===== config.mk =====
export PLATFORM = sky130hd
export DESIGN_NAME = vbm_ctrl
export DESIGN_NICKNAME = d
export VERILOG_FILES = /design/src/design/vbm_pkg.sv /design/src/design/vbm_ctrl.sv
export SDC_FILE = /design/constraint.sdc
export NUM_CORES = 1
export LEC_CHECK = 0
export ABC_AREA = 1
export BUFFER_PORTS_ARGS = -buffer_cell sky130_fd_sc_hd__buf_2
export CAP_MARGIN = 20
export CORE_AREA = 2 2 70 72
export CTS_BUF_LIST = sky130_fd_sc_hd__clkbuf_2 sky130_fd_sc_hd__clkbuf_4 sky130_fd_sc_hd__clkbuf_8
export CTS_CLUSTER_SIZE = 30
export DETAILED_ROUTE_END_ITERATION = 10
export DIE_AREA = 0 0 72 74
export PLACE_DENSITY = 0.82
export SLEW_MARGIN = 20
export SYNTH_ARGS = -nofsm -noshare
export SYNTH_HDL_FRONTEND = slang
export SYNTH_SLANG_ARGS = --single-unit

===== constraint.sdc =====
create_clock -name clk -period 7.15 [get_ports clk]
set_clock_uncertainty 0.05 [all_clocks]
set_input_delay 0 -clock clk [delete_from_list [all_inputs] [get_ports clk]]
set_output_delay 0 -clock clk [all_outputs]
set_load 0.01 [all_outputs]

===== src/design/vbm_pkg.sv =====
// package: widths, codes, microprogram and tables of the bicycle model step
`default_nettype none
package vbm_pkg;

    localparam int FRAC_BITS = 16;
    localparam int DATA_W    = 32;
    localparam int STEER_W   = 18;
    localparam int CFG_W     = 31;
    localparam int CFG_COUNT = 8;
    localparam int CFG_IDX_W = 3;
    localparam int SLOT_W    = DATA_W + 1;
    localparam int WIDE_W    = 66;
    localparam int PROD_W    = 2 * DATA_W;

    localparam longint S32_MAX = 64'sd2147483647;
    localparam longint S32_MIN = -64'sd2147483648;
    localparam longint ONE_L   = 64'sd1 <<< FRAC_BITS;
    localparam longint HALF_L  = 64'sd1 <<< (FRAC_BITS - 1);
    localparam longint OHALF_L = 64'sd3 <<< (FRAC_BITS - 1);

    localparam int     CORDIC_ITERS = 24;
    localparam int     ANG_W        = 36;
    localparam int     XY_W         = 34;
    localparam longint CORDIC_GAIN  = 64'sd652032874;
    localparam longint PI_Q30       = 64'sd3373259426;
    localparam longint HALF_PI_Q30  = 64'sd1686629713;
    localparam longint TWO_PI_Q30   = 64'sd6746518852;

    typedef enum logic [3:0] {
        OP_MUL, OP_ADD, OP_SUB, OP_ADDW, OP_CLAMP, OP_DIV, OP_TRIG, OP_TCOS,
        OP_SQA, OP_SQB, OP_SQRT, OP_END
    } op_t;

    typedef enum logic [5:0] {
        SL_K_HALF, SL_K_1P5, SL_K_ONE,
        SL_PX, SL_PY, SL_H, SL_VX, SL_VY, SL_R,
        SL_I_ST, SL_I_FX, SL_I_FF, SL_I_FR, SL_I_FFR, SL_I_FFL,
        SL_M, SL_IZ, SL_LEV, SL_BF, SL_DT, SL_DM, SL_LR, SL_WB,
        SL_T0, SL_T1, SL_SH, SL_CH, SL_SY, SL_CY, SL_XD, SL_YD, SL_VXD, SL_VYD,
        SL_RD, SL_DVX, SL_DVY, SL_DR, SL_W, SL_OMW, SL_KVX, SL_TN, SL_TV,
        SL_KVY, SL_KR, SL_NPX, SL_NPY, SL_NH, SL_NVX, SL_NVY, SL_NR
    } slot_t;

    localparam int SLOT_COUNT = 50;
    localparam int TMP_COUNT  = 27;
    localparam int TMP_IDX_W  = 5;
    localparam int STATE_N    = 6;
    localparam int PC_W       = 7;

    typedef struct packed {
        op_t   op;
        slot_t a;
        slot_t b;
        slot_t dst;
    } instr_t;

    typedef enum logic [2:0] {
        ST_IDLE, ST_FETCH, ST_EXEC, ST_WAIT, ST_COMMIT
    } ctrl_state_t;

    typedef enum logic [2:0] {
        COR_IDLE, COR_REDUCE, COR_FOLD, COR_ITER, COR_DONE
    } cor_state_t;

    typedef enum logic [1:0] {
        DIV_IDLE, DIV_RUN, DIV_DONE
    } div_state_t;

    typedef struct packed {
        logic   in_ready;
        logic   fetch;
        logic   exec;
        logic   commit;
        instr_t instr;
    } dp_cmd_t;

    typedef struct packed {
        logic in_accept;
        logic unit_done;
        logic out_blocked;
    } dp_status_t;

    function automatic logic signed [SLOT_W-1:0] sat32(input logic signed [WIDE_W-1:0] v);
        logic signed [SLOT_W-1:0] r;
        if (v > WIDE_W'(S32_MAX))
            r = SLOT_W'(S32_MAX);
        else if (v < WIDE_W'(S32_MIN))
            r = SLOT_W'(S32_MIN);
        else
            r = SLOT_W'(v);
        return r;
    endfunction

    function automatic logic is_multi(input op_t op);
        return op inside {OP_DIV, OP_TRIG, OP_SQRT};
    endfunction

    function automatic logic [CFG_W-1:0] cfg_reset(input int idx);
        logic [CFG_W-1:0] r;
        case (idx)
            0:       r = CFG_W'(13107200);
            1:       r = CFG_W'(6553600);
            2:       r = CFG_W'(52429);
            3:       r = CFG_W'(78643);
            4:       r = CFG_W'(66);
            5:       r = CFG_W'(655360);
            6:       r = CFG_W'(52429);
            default: r = CFG_W'(104858);
        endcase
        return r;
    endfunction

    function automatic logic [31:0] atan_entry(input logic [4:0] i);
        logic [31:0] r;
        case (i)
            5'd0:    r = 32'd843314857;
            5'd1:    r = 32'd497837829;
            5'd2:    r = 32'd263043837;
            5'd3:    r = 32'd133525159;
            5'd4:    r = 32'd67021687;
            5'd5:    r = 32'd33543516;
            5'd6:    r = 32'd16775851;
            5'd7:    r = 32'd8388437;
            5'd8:    r = 32'd4194283;
            5'd9:    r = 32'd2097149;
            5'd10:   r = 32'd1048575;
            5'd11:   r = 32'd524287;
            5'd12:   r = 32'd262143;
            5'd13:   r = 32'd131071;
            5'd14:   r = 32'd65535;
            5'd15:   r = 32'd32767;
            5'd16:   r = 32'd16383;
            5'd17:   r = 32'd8191;
            5'd18:   r = 32'd4095;
            5'd19:   r = 32'd2047;
            5'd20:   r = 32'd1023;
            5'd21:   r = 32'd511;
            5'd22:   r = 32'd255;
            5'd23:   r = 32'd127;
            default: r = 32'd0;
        endcase
        return r;
    endfunction

    function automatic instr_t mk(input op_t op, input slot_t a, input slot_t b,
                                  input slot_t d);
        instr_t r;
        r.op  = op;
        r.a   = a;
        r.b   = b;
        r.dst = d;
        return r;
    endfunction

    // one step of the model, one operation per entry
    function automatic instr_t prog_rom(input logic [PC_W-1:0] pc);
        instr_t r;
        case (pc)
            7'd0:    r = mk(OP_TRIG,  SL_I_ST,  SL_K_ONE, SL_SH);
            7'd1:    r = mk(OP_TCOS,  SL_K_ONE, SL_K_ONE, SL_CH);
            7'd2:    r = mk(OP_TRIG,  SL_H,     SL_K_ONE, SL_SY);
            7'd3:    r = mk(OP_TCOS,  SL_K_ONE, SL_K_ONE, SL_CY);
            7'd4:    r = mk(OP_MUL,   SL_CY,    SL_VX,    SL_T0);
            7'd5:    r = mk(OP_MUL,   SL_SY,    SL_VY,    SL_T1);
            7'd6:    r = mk(OP_SUB,   SL_T0,    SL_T1,    SL_XD);
            7'd7:    r = mk(OP_MUL,   SL_SY,    SL_VX,    SL_T0);
            7'd8:    r = mk(OP_MUL,   SL_CY,    SL_VY,    SL_T1);
            7'd9:    r = mk(OP_ADD,   SL_T0,    SL_T1,    SL_YD);
            7'd10:   r = mk(OP_MUL,   SL_R,     SL_VY,    SL_T0);
            7'd11:   r = mk(OP_MUL,   SL_I_FF,  SL_SH,    SL_T1);
            7'd12:   r = mk(OP_SUB,   SL_I_FX,  SL_T1,    SL_T1);
            7'd13:   r = mk(OP_DIV,   SL_T1,    SL_M,     SL_T1);
            7'd14:   r = mk(OP_ADD,   SL_T0,    SL_T1,    SL_VXD);
            7'd15:   r = mk(OP_MUL,   SL_R,     SL_VX,    SL_T0);
            7'd16:   r = mk(OP_MUL,   SL_I_FF,  SL_CH,    SL_T1);
            7'd17:   r = mk(OP_ADD,   SL_T1,    SL_I_FR,  SL_T1);
            7'd18:   r = mk(OP_DIV,   SL_T1,    SL_M,     SL_T1);
            7'd19:   r = mk(OP_SUB,   SL_T1,    SL_T0,    SL_VYD);
            7'd20:   r = mk(OP_MUL,   SL_CH,    SL_I_FF,  SL_T0);
            7'd21:   r = mk(OP_MUL,   SL_T0,    SL_LEV,   SL_T0);
            7'd22:   r = mk(OP_SUB,   SL_I_FFR, SL_I_FFL, SL_T1);
            7'd23:   r = mk(OP_MUL,   SL_SH,    SL_T1,    SL_T1);
            7'd24:   r = mk(OP_MUL,   SL_T1,    SL_K_HALF, SL_T1);
            7'd25:   r = mk(OP_MUL,   SL_T1,    SL_BF,    SL_T1);
            7'd26:   r = mk(OP_ADD,   SL_T0,    SL_T1,    SL_T0);
            7'd27:   r = mk(OP_MUL,   SL_I_FR,  SL_LEV,   SL_T1);
            7'd28:   r = mk(OP_SUB,   SL_T0,    SL_T1,    SL_T0);
            7'd29:   r = mk(OP_DIV,   SL_T0,    SL_IZ,    SL_RD);
            7'd30:   r = mk(OP_MUL,   SL_XD,    SL_DT,    SL_T0);
            7'd31:   r = mk(OP_ADD,   SL_PX,    SL_T0,    SL_NPX);
            7'd32:   r = mk(OP_MUL,   SL_YD,    SL_DT,    SL_T0);
            7'd33:   r = mk(OP_ADD,   SL_PY,    SL_T0,    SL_NPY);
            7'd34:   r = mk(OP_MUL,   SL_R,     SL_DT,    SL_T0);
            7'd35:   r = mk(OP_ADD,   SL_H,     SL_T0,    SL_NH);
            7'd36:   r = mk(OP_MUL,   SL_VXD,   SL_DT,    SL_T0);
            7'd37:   r = mk(OP_ADD,   SL_VX,    SL_T0,    SL_DVX);
            7'd38:   r = mk(OP_MUL,   SL_VYD,   SL_DT,    SL_T0);
            7'd39:   r = mk(OP_ADD,   SL_VY,    SL_T0,    SL_DVY);
            7'd40:   r = mk(OP_MUL,   SL_RD,    SL_DT,    SL_T0);
            7'd41:   r = mk(OP_ADD,   SL_R,     SL_T0,    SL_DR);
            7'd42:   r = mk(OP_SQA,   SL_DVX,   SL_DVX,   SL_T0);
            7'd43:   r = mk(OP_SQB,   SL_DVY,   SL_DVY,   SL_T0);
            7'd44:   r = mk(OP_SQRT,  SL_K_ONE, SL_K_ONE, SL_T0);
            7'd45:   r = mk(OP_SUB,   SL_T0,    SL_K_1P5, SL_T0);
            7'd46:   r = mk(OP_MUL,   SL_K_HALF, SL_T0,   SL_T0);
            7'd47:   r = mk(OP_CLAMP, SL_T0,    SL_K_ONE, SL_W);
            7'd48:   r = mk(OP_SUB,   SL_K_ONE, SL_W,     SL_OMW);
            7'd49:   r = mk(OP_ADDW,  SL_M,     SL_DM,    SL_T0);
            7'd50:   r = mk(OP_DIV,   SL_I_FX,  SL_T0,    SL_T0);
            7'd51:   r = mk(OP_MUL,   SL_T0,    SL_DT,    SL_T0);
            7'd52:   r = mk(OP_ADD,   SL_VX,    SL_T0,    SL_KVX);
            7'd53:   r = mk(OP_MUL,   SL_W,     SL_DVX,   SL_T0);
            7'd54:   r = mk(OP_MUL,   SL_OMW,   SL_KVX,   SL_T1);
            7'd55:   r = mk(OP_ADD,   SL_T0,    SL_T1,    SL_NVX);
            7'd56:   r = mk(OP_DIV,   SL_SH,    SL_CH,    SL_TN);
            7'd57:   r = mk(OP_MUL,   SL_TN,    SL_NVX,   SL_TV);
            7'd58:   r = mk(OP_MUL,   SL_TV,    SL_LR,    SL_T0);
            7'd59:   r = mk(OP_DIV,   SL_T0,    SL_WB,    SL_KVY);
            7'd60:   r = mk(OP_DIV,   SL_TV,    SL_WB,    SL_KR);
            7'd61:   r = mk(OP_MUL,   SL_W,     SL_DVY,   SL_T0);
            7'd62:   r = mk(OP_MUL,   SL_OMW,   SL_KVY,   SL_T1);
            7'd63:   r = mk(OP_ADD,   SL_T0,    SL_T1,    SL_NVY);
            7'd64:   r = mk(OP_MUL,   SL_W,     SL_DR,    SL_T0);
            7'd65:   r = mk(OP_MUL,   SL_OMW,   SL_KR,    SL_T1);
            7'd66:   r = mk(OP_ADD,   SL_T0,    SL_T1,    SL_NR);
            default: r = mk(OP_END,   SL_K_ONE, SL_K_ONE, SL_T0);
        endcase
        return r;
    endfunction

endpackage
`default_nettype wire


===== src/design/vbm_ctrl.sv =====
// controller: steps the microprogram, one operation per fetch and execute pair
`default_nettype none
module vbm_ctrl (
    input  wire logic                clk,
    input  wire logic                rst_n,
    input  wire vbm_pkg::dp_status_t status,
    output vbm_pkg::dp_cmd_t         cmd
);
    import vbm_pkg::*;

    ctrl_state_t     state_reg, state_next;
    logic [PC_W-1:0] pc_reg, pc_next;
    instr_t          instr;

    always_comb
    begin
        instr        = prog_rom(pc_reg);
        state_next   = state_reg;
        pc_next      = pc_reg;
        cmd.in_ready = 1'b0;
        cmd.fetch    = 1'b0;
        cmd.exec     = 1'b0;
        cmd.commit   = 1'b0;
        cmd.instr    = instr;
        case (state_reg)
            ST_IDLE:
            begin
                cmd.in_ready = 1'b1;
                if (status.in_accept)
                begin
                    pc_next    = '0;
                    state_next = ST_FETCH;
                end
            end
            ST_FETCH:
            begin
                if (instr.op == OP_END)
                    state_next = ST_COMMIT;
                else
                begin
                    cmd.fetch  = 1'b1;
                    state_next = ST_EXEC;
                end
            end
            ST_EXEC:
            begin
                cmd.exec = 1'b1;
                if (is_multi(instr.op))
                    state_next = ST_WAIT;
                else
                begin
                    pc_next    = pc_reg + PC_W'(1);
                    state_next = ST_FETCH;
                end
            end
            ST_WAIT:
            begin
                if (status.unit_done)
                begin
                    pc_next    = pc_reg + PC_W'(1);
                    state_next = ST_FETCH;
                end
            end
            ST_COMMIT:
            begin
                if (!status.out_blocked)
                begin
                    cmd.commit = 1'b1;
                    state_next = ST_IDLE;
                end
            end
            default: state_next = ST_IDLE;
        endcase
    end

    always_ff @(posedge clk or negedge rst_n)
    begin
        if (!rst_n)
        begin
            state_reg <= ST_IDLE;
            pc_reg    <= '0;
        end
        else
        begin
            state_reg <= state_next;
            pc_reg    <= pc_next;
        end
    end

endmodule
`default_nettype wire


### Word level (Yosys, flattened, before mapping)

Memory sizes are Yosys's and may differ from the RTL's.
Index checks and enable logic that the tools add are counted.

* bits in registers: 10
* bits in latches: 0
* RAM bits: 0
* bits in read-only memories: 2816
* input bits: 5
* memories: 1

* add/subtract/negate cells: 1
* multiply operators: 0
* div/mod/pow operators: 0
* $lt $le $gt $ge: 0
* equality and inequality tests: 12
* shift operators: 0
* mux-type cells: 16
* bitwise gates (word level): 0
* reductions and logical operators: 5

Memory list
* (no name shown): depth 128, width 22, read ports 1, clocked after Yosys merged registers in 0, wr ports 0, line vbm_pkg.sv:158 `case (pc)`

Operators with widths (number)
* 2-to-1 mux 7 bit: 3
* one-hot mux 7 bit (3 select lines): 1
* one-hot mux 3 bit (5 select lines): 1
* 2-to-1 mux 3 bit: 4
* equality test 4 x 3 -> 1 bit (second input constant): 2
* equality test 4 bit (second input constant): 2
* inequality test 2 bit (second input constant): 4
* adder 7 x 1 -> 7 bit (second input constant): 1
* equality test 3 x 2 -> 1 bit (second input constant): 2
* 2-to-1 mux 1 bit: 6
* nonzero test 3 bit: 2
* AND reduction 4 bit: 1
* equality test 3 x 1 -> 1 bit (second input constant): 1
* equality test 3 bit (second input constant): 1
* logical NOT 3 bit: 1
* AND reduction 3 bit: 1
* 2-to-1 mux 2 bit: 1

### Depth between registers and ports, before layout

An unclocked memory read counts as a cell.

* depth in word-level cells: 5
* gate-level depth with buffers: 17

### Worst setup path before layout

No wires, ideal clock.

* path kind: register -> register
* from: register pc_reg[0]
* to: register pc_reg[1]
* library setup time: 0.118 ns
* arrival time: 2.284 ns
* required time: 6.982 ns
* path slack: 4.698 ns
* cell stages (with the launch flop): 16
* cell sequence: dfrtp_1 > buf_2 > inv_1 > ha_1 > nor2_1 > nor2_1 > nand3_1 > nand3_1 > nor2_1 > nor2_2 > nand2_1 > nand2_2 > nand2_4 > nand2_4 > nand2_1 > nand2_1

RTL lines
* from (decl): line vbm_ctrl.sv:12 `logic [PC_W-1:0] pc_reg, pc_next;`
* from (signal assigned): line vbm_ctrl.sv:86 `pc_reg <= pc_next;`

### Final worst setup path

* from: register pc_reg[0]
* to: register pc_reg[1]

* cells in the longest elaborated chain, start to end: 5
* elaborated cells between the ends (all ways): 11
* those cells by class: add/sub: 1; eq/ne: 4; mux: 3; reduce/logical: 2; memory: 1

Ends and longest elaborated chain
* memory (128 x 22 bit)
* equality test 4 x 3 -> 1 bit / equality test 4 bit (equally long branches): line vbm_pkg.sv:95 `return op inside {OP_DIV, OP_TRIG, OP_SQRT};`
* nonzero test 3 bit: line vbm_pkg.sv:95
* inequality test 2 bit (no source line)
* AND reduction 4 bit (no source line)

Several ways; a longest one is shown, not always the timed one. The select of a mux whose other input is x is not followed.
A chain may end at the register's enable or synchronous reset.

==> impl_metrics.ini <==
[die]
io_pins = 31
start_util_pct = 52.6
die_area_um2 = 5330
die_w_um = 72
fp.dieH_um = 74
rows = 25
core-area_um2 = 4600

[timing]
slew_headroom_pct = 49.1
finalCriticalPeriod_ns = 3.09
tns_ns = 0
rsz0062_at_grt = false
setup_violations = 0
tightest_slew_ns = 0.764
final_max_slew_viol_count = 0
holdWs_ns = 0.0461
period_share_pct = 43.2
fmax_mhz = 324
hold_viol = 0

[yosys]
synth_most_common_cell = nand2_1
synth_nets = 456
syn_area_per_cell_um2 = 5.60
synth_edf_count = 0
yosys-top-cells-area = nand2_1 19%, dfrtp_1 10%, ha_1 9.8%, nand3_1 8.1%, o21ai_0 7.7%
synth_top_area_share_pct = 18.6
ys_types = 38
synthTopCellsByCount = 120 x nand2_1, 43 x nor2_1, 42 x inv_1
async_reset_ff_share_pct = 100
ys_seq_elements = 10
syn_inst = 432
synth.largest_area_cell = nand2_1
synth_warnings = 0
ys_seq_area_share_pct = 10.3
synthFlopType = dfrtp_1
syn_area_um2 = 2420

[grt]
overflow = 0
grt_pass1_vias = 3074
grt_start_max_net_pins = 40
track_usage_pct = 38.8
grt_pass1_wl_mm = 16.0
antenna_found_initial = 0

[placement]
place_area_um2 = 2550
io_buffers = 30
dpl.hpwl_mm = 7.47
place.gp.congestion = 1.09

[cells_and_area]
finalInstanceArea_um2 = 2620
largest_reg_flops = 7
nets = 477
area_growth_pct = 8.38
fillers = 492
drive_gt1_share_pct = 13.5
n_antenna_cell = 0

[setup_path]
r2r_cells = 14
r2r-end = pc_reg[1]
critPathRequiredTime_ns = 7.23
cp-start-kind = register
critPathKind = register to register
end_kind = register
reg2reg_setup_slack_ns = 4.06
cp_max_fo = 17
cp.arrival_ns = 3.17
reg2reg_from = pc_reg[0]

[clock_tree]
clkSinkCount = 10
cts-root-buf = clkbuf_8
cts_buffers = 3
clockBufferDepth = 2
cts_max_level = 1
cts.clk_slew.worst_paths_ns = 0.05
insertion_delay_ns = 0.24
cts_tree = built

[detailed_routing]
routed_wirelength_mm = 10.2
routedWlPerCell_um = 20.1
vias_per_cell = 6.69
drtIter0Drc = 757
vias = 3384
drcViolationCount = 0
drtAntennaViolNets = 0
drtPass1Iterations = 6

[worst_hold_path]
hold_start = status[1]
holdCritPathClass = input port to register
hold_depth = 4
whs_endpoint = state_reg[1]

[pwr]
power_density_nw_per_um2 = 312
peakVddDrop_v = 0.000335
power.leakage_nw = 1.33

[status]
outcome = completed

[flow_run]
maxCapViolations = 0
==> worst max-delay path by stage <==
stage / start / to / cells past startpoint
CTS: pc_reg[0] / pc_reg[1] / 14
global route: pc_reg[0] / pc_reg[3] / 14
detailed placement: pc_reg[0] / pc_reg[1] / 14
finish: pc_reg[0] / pc_reg[1] / 14
floorplan: pc_reg[0] / pc_reg[1] / 15
global placement: pc_reg[0] / pc_reg[5] / 14
==> report_power, final <==
part	total (mW)	internal (mW)	switching (mW)
sequential	0.0979	0.0695	0.0283
combinational	0.646	0.197	0.449
clock	0.0736	0.0486	0.0249
total	0.817	0.315	0.502
==> worst max-delay path, stage by stage (launching register included) <==
cell and delay [ns]:
dfrtp_1 0.72, inv_1 0.30, ha_1 0.40, nor2_1 0.36, nor2_1 0.12, nand3_1 0.10
nand3_1 0.13, nor2_1 0.21, nor2_2 0.07, nand2_1 0.08, nand2_2 0.06, nand2_4 0.13
nand2_4 0.09, nand2_1 0.09, nand2_1 0.06
==> routing by layer <==
metal,track usage (%),routed length (µm),up-vias
met4,19.5,653,0
met5,0,0,-
li1,-,-,1494
met3,12.5,1560,75
met1,49.4,3650,1499
met2,59.3,4330,316
==> cell families (layout without fill, tap and decap cells) <==
logic type | Yosys count | count (layout) | share of synthesized area, %
buf+inv | 67 | 87 | 12.1
fa+ha+maj | 19 | 19 | 9.83
simple gates | 232 | 232 | 42.4
flops | 10 | 10 | 10.3
compound gates | 104 | 104 | 25.3
==> stage by stage <==
step | total power [mW] | worst slack, ns | instances | util (%)
global placement | 0.717 | 4.29 | 500 | 55.4
detailed placement | 0.714 | 4.21 | 500 | 55.4
finish | 0.817 | 4.06 | 506 | 57.0
global route | 0.871 | 3.91 | 506 | 57.0
floorplan | 0.524 | 4.70 | 432 | -
CTS | 0.790 | 4.19 | 506 | 57.0
==> cells in the final DEF (no fill, tap or decap), drive strengths merged, types with 3 or more instances in the layout <==
master,synthesis,final
o311ai,4,4
clkbuf,5,4
a21oi,33,33
inv,47,47
nand2,125,125
o21ai,38,38
nand3,42,42
o221ai,4,4
dfrtp,10,10
nor3,8,8
ha,19,19
o211ai,6,6
a31oi,7,7
buf,14,33
o22ai,3,3
nor2,52,52
==> layout make-up <==
type / instances / area, µm² / area share (%)
Clock buffer: 4 / 55.1 / 2.10
Inverter: 48 / 180 / 6.87
Multi-Input combinational cell: 355 / 1880 / 71.6
Sequential cell: 10 / 250 / 9.55
Tap cell: 54 / 67.6 / 2.58
Timing Repair Buffer: 35 / 193 / 7.35
==> timing repair <==
action	in CTS	in global routing
endpoints found under the hold margin	11	0
buffers inserted	0	0
gates resized for setup	0	0
hold buffers	2	0
Note: power is estimated with default switching activity, not from simulation.
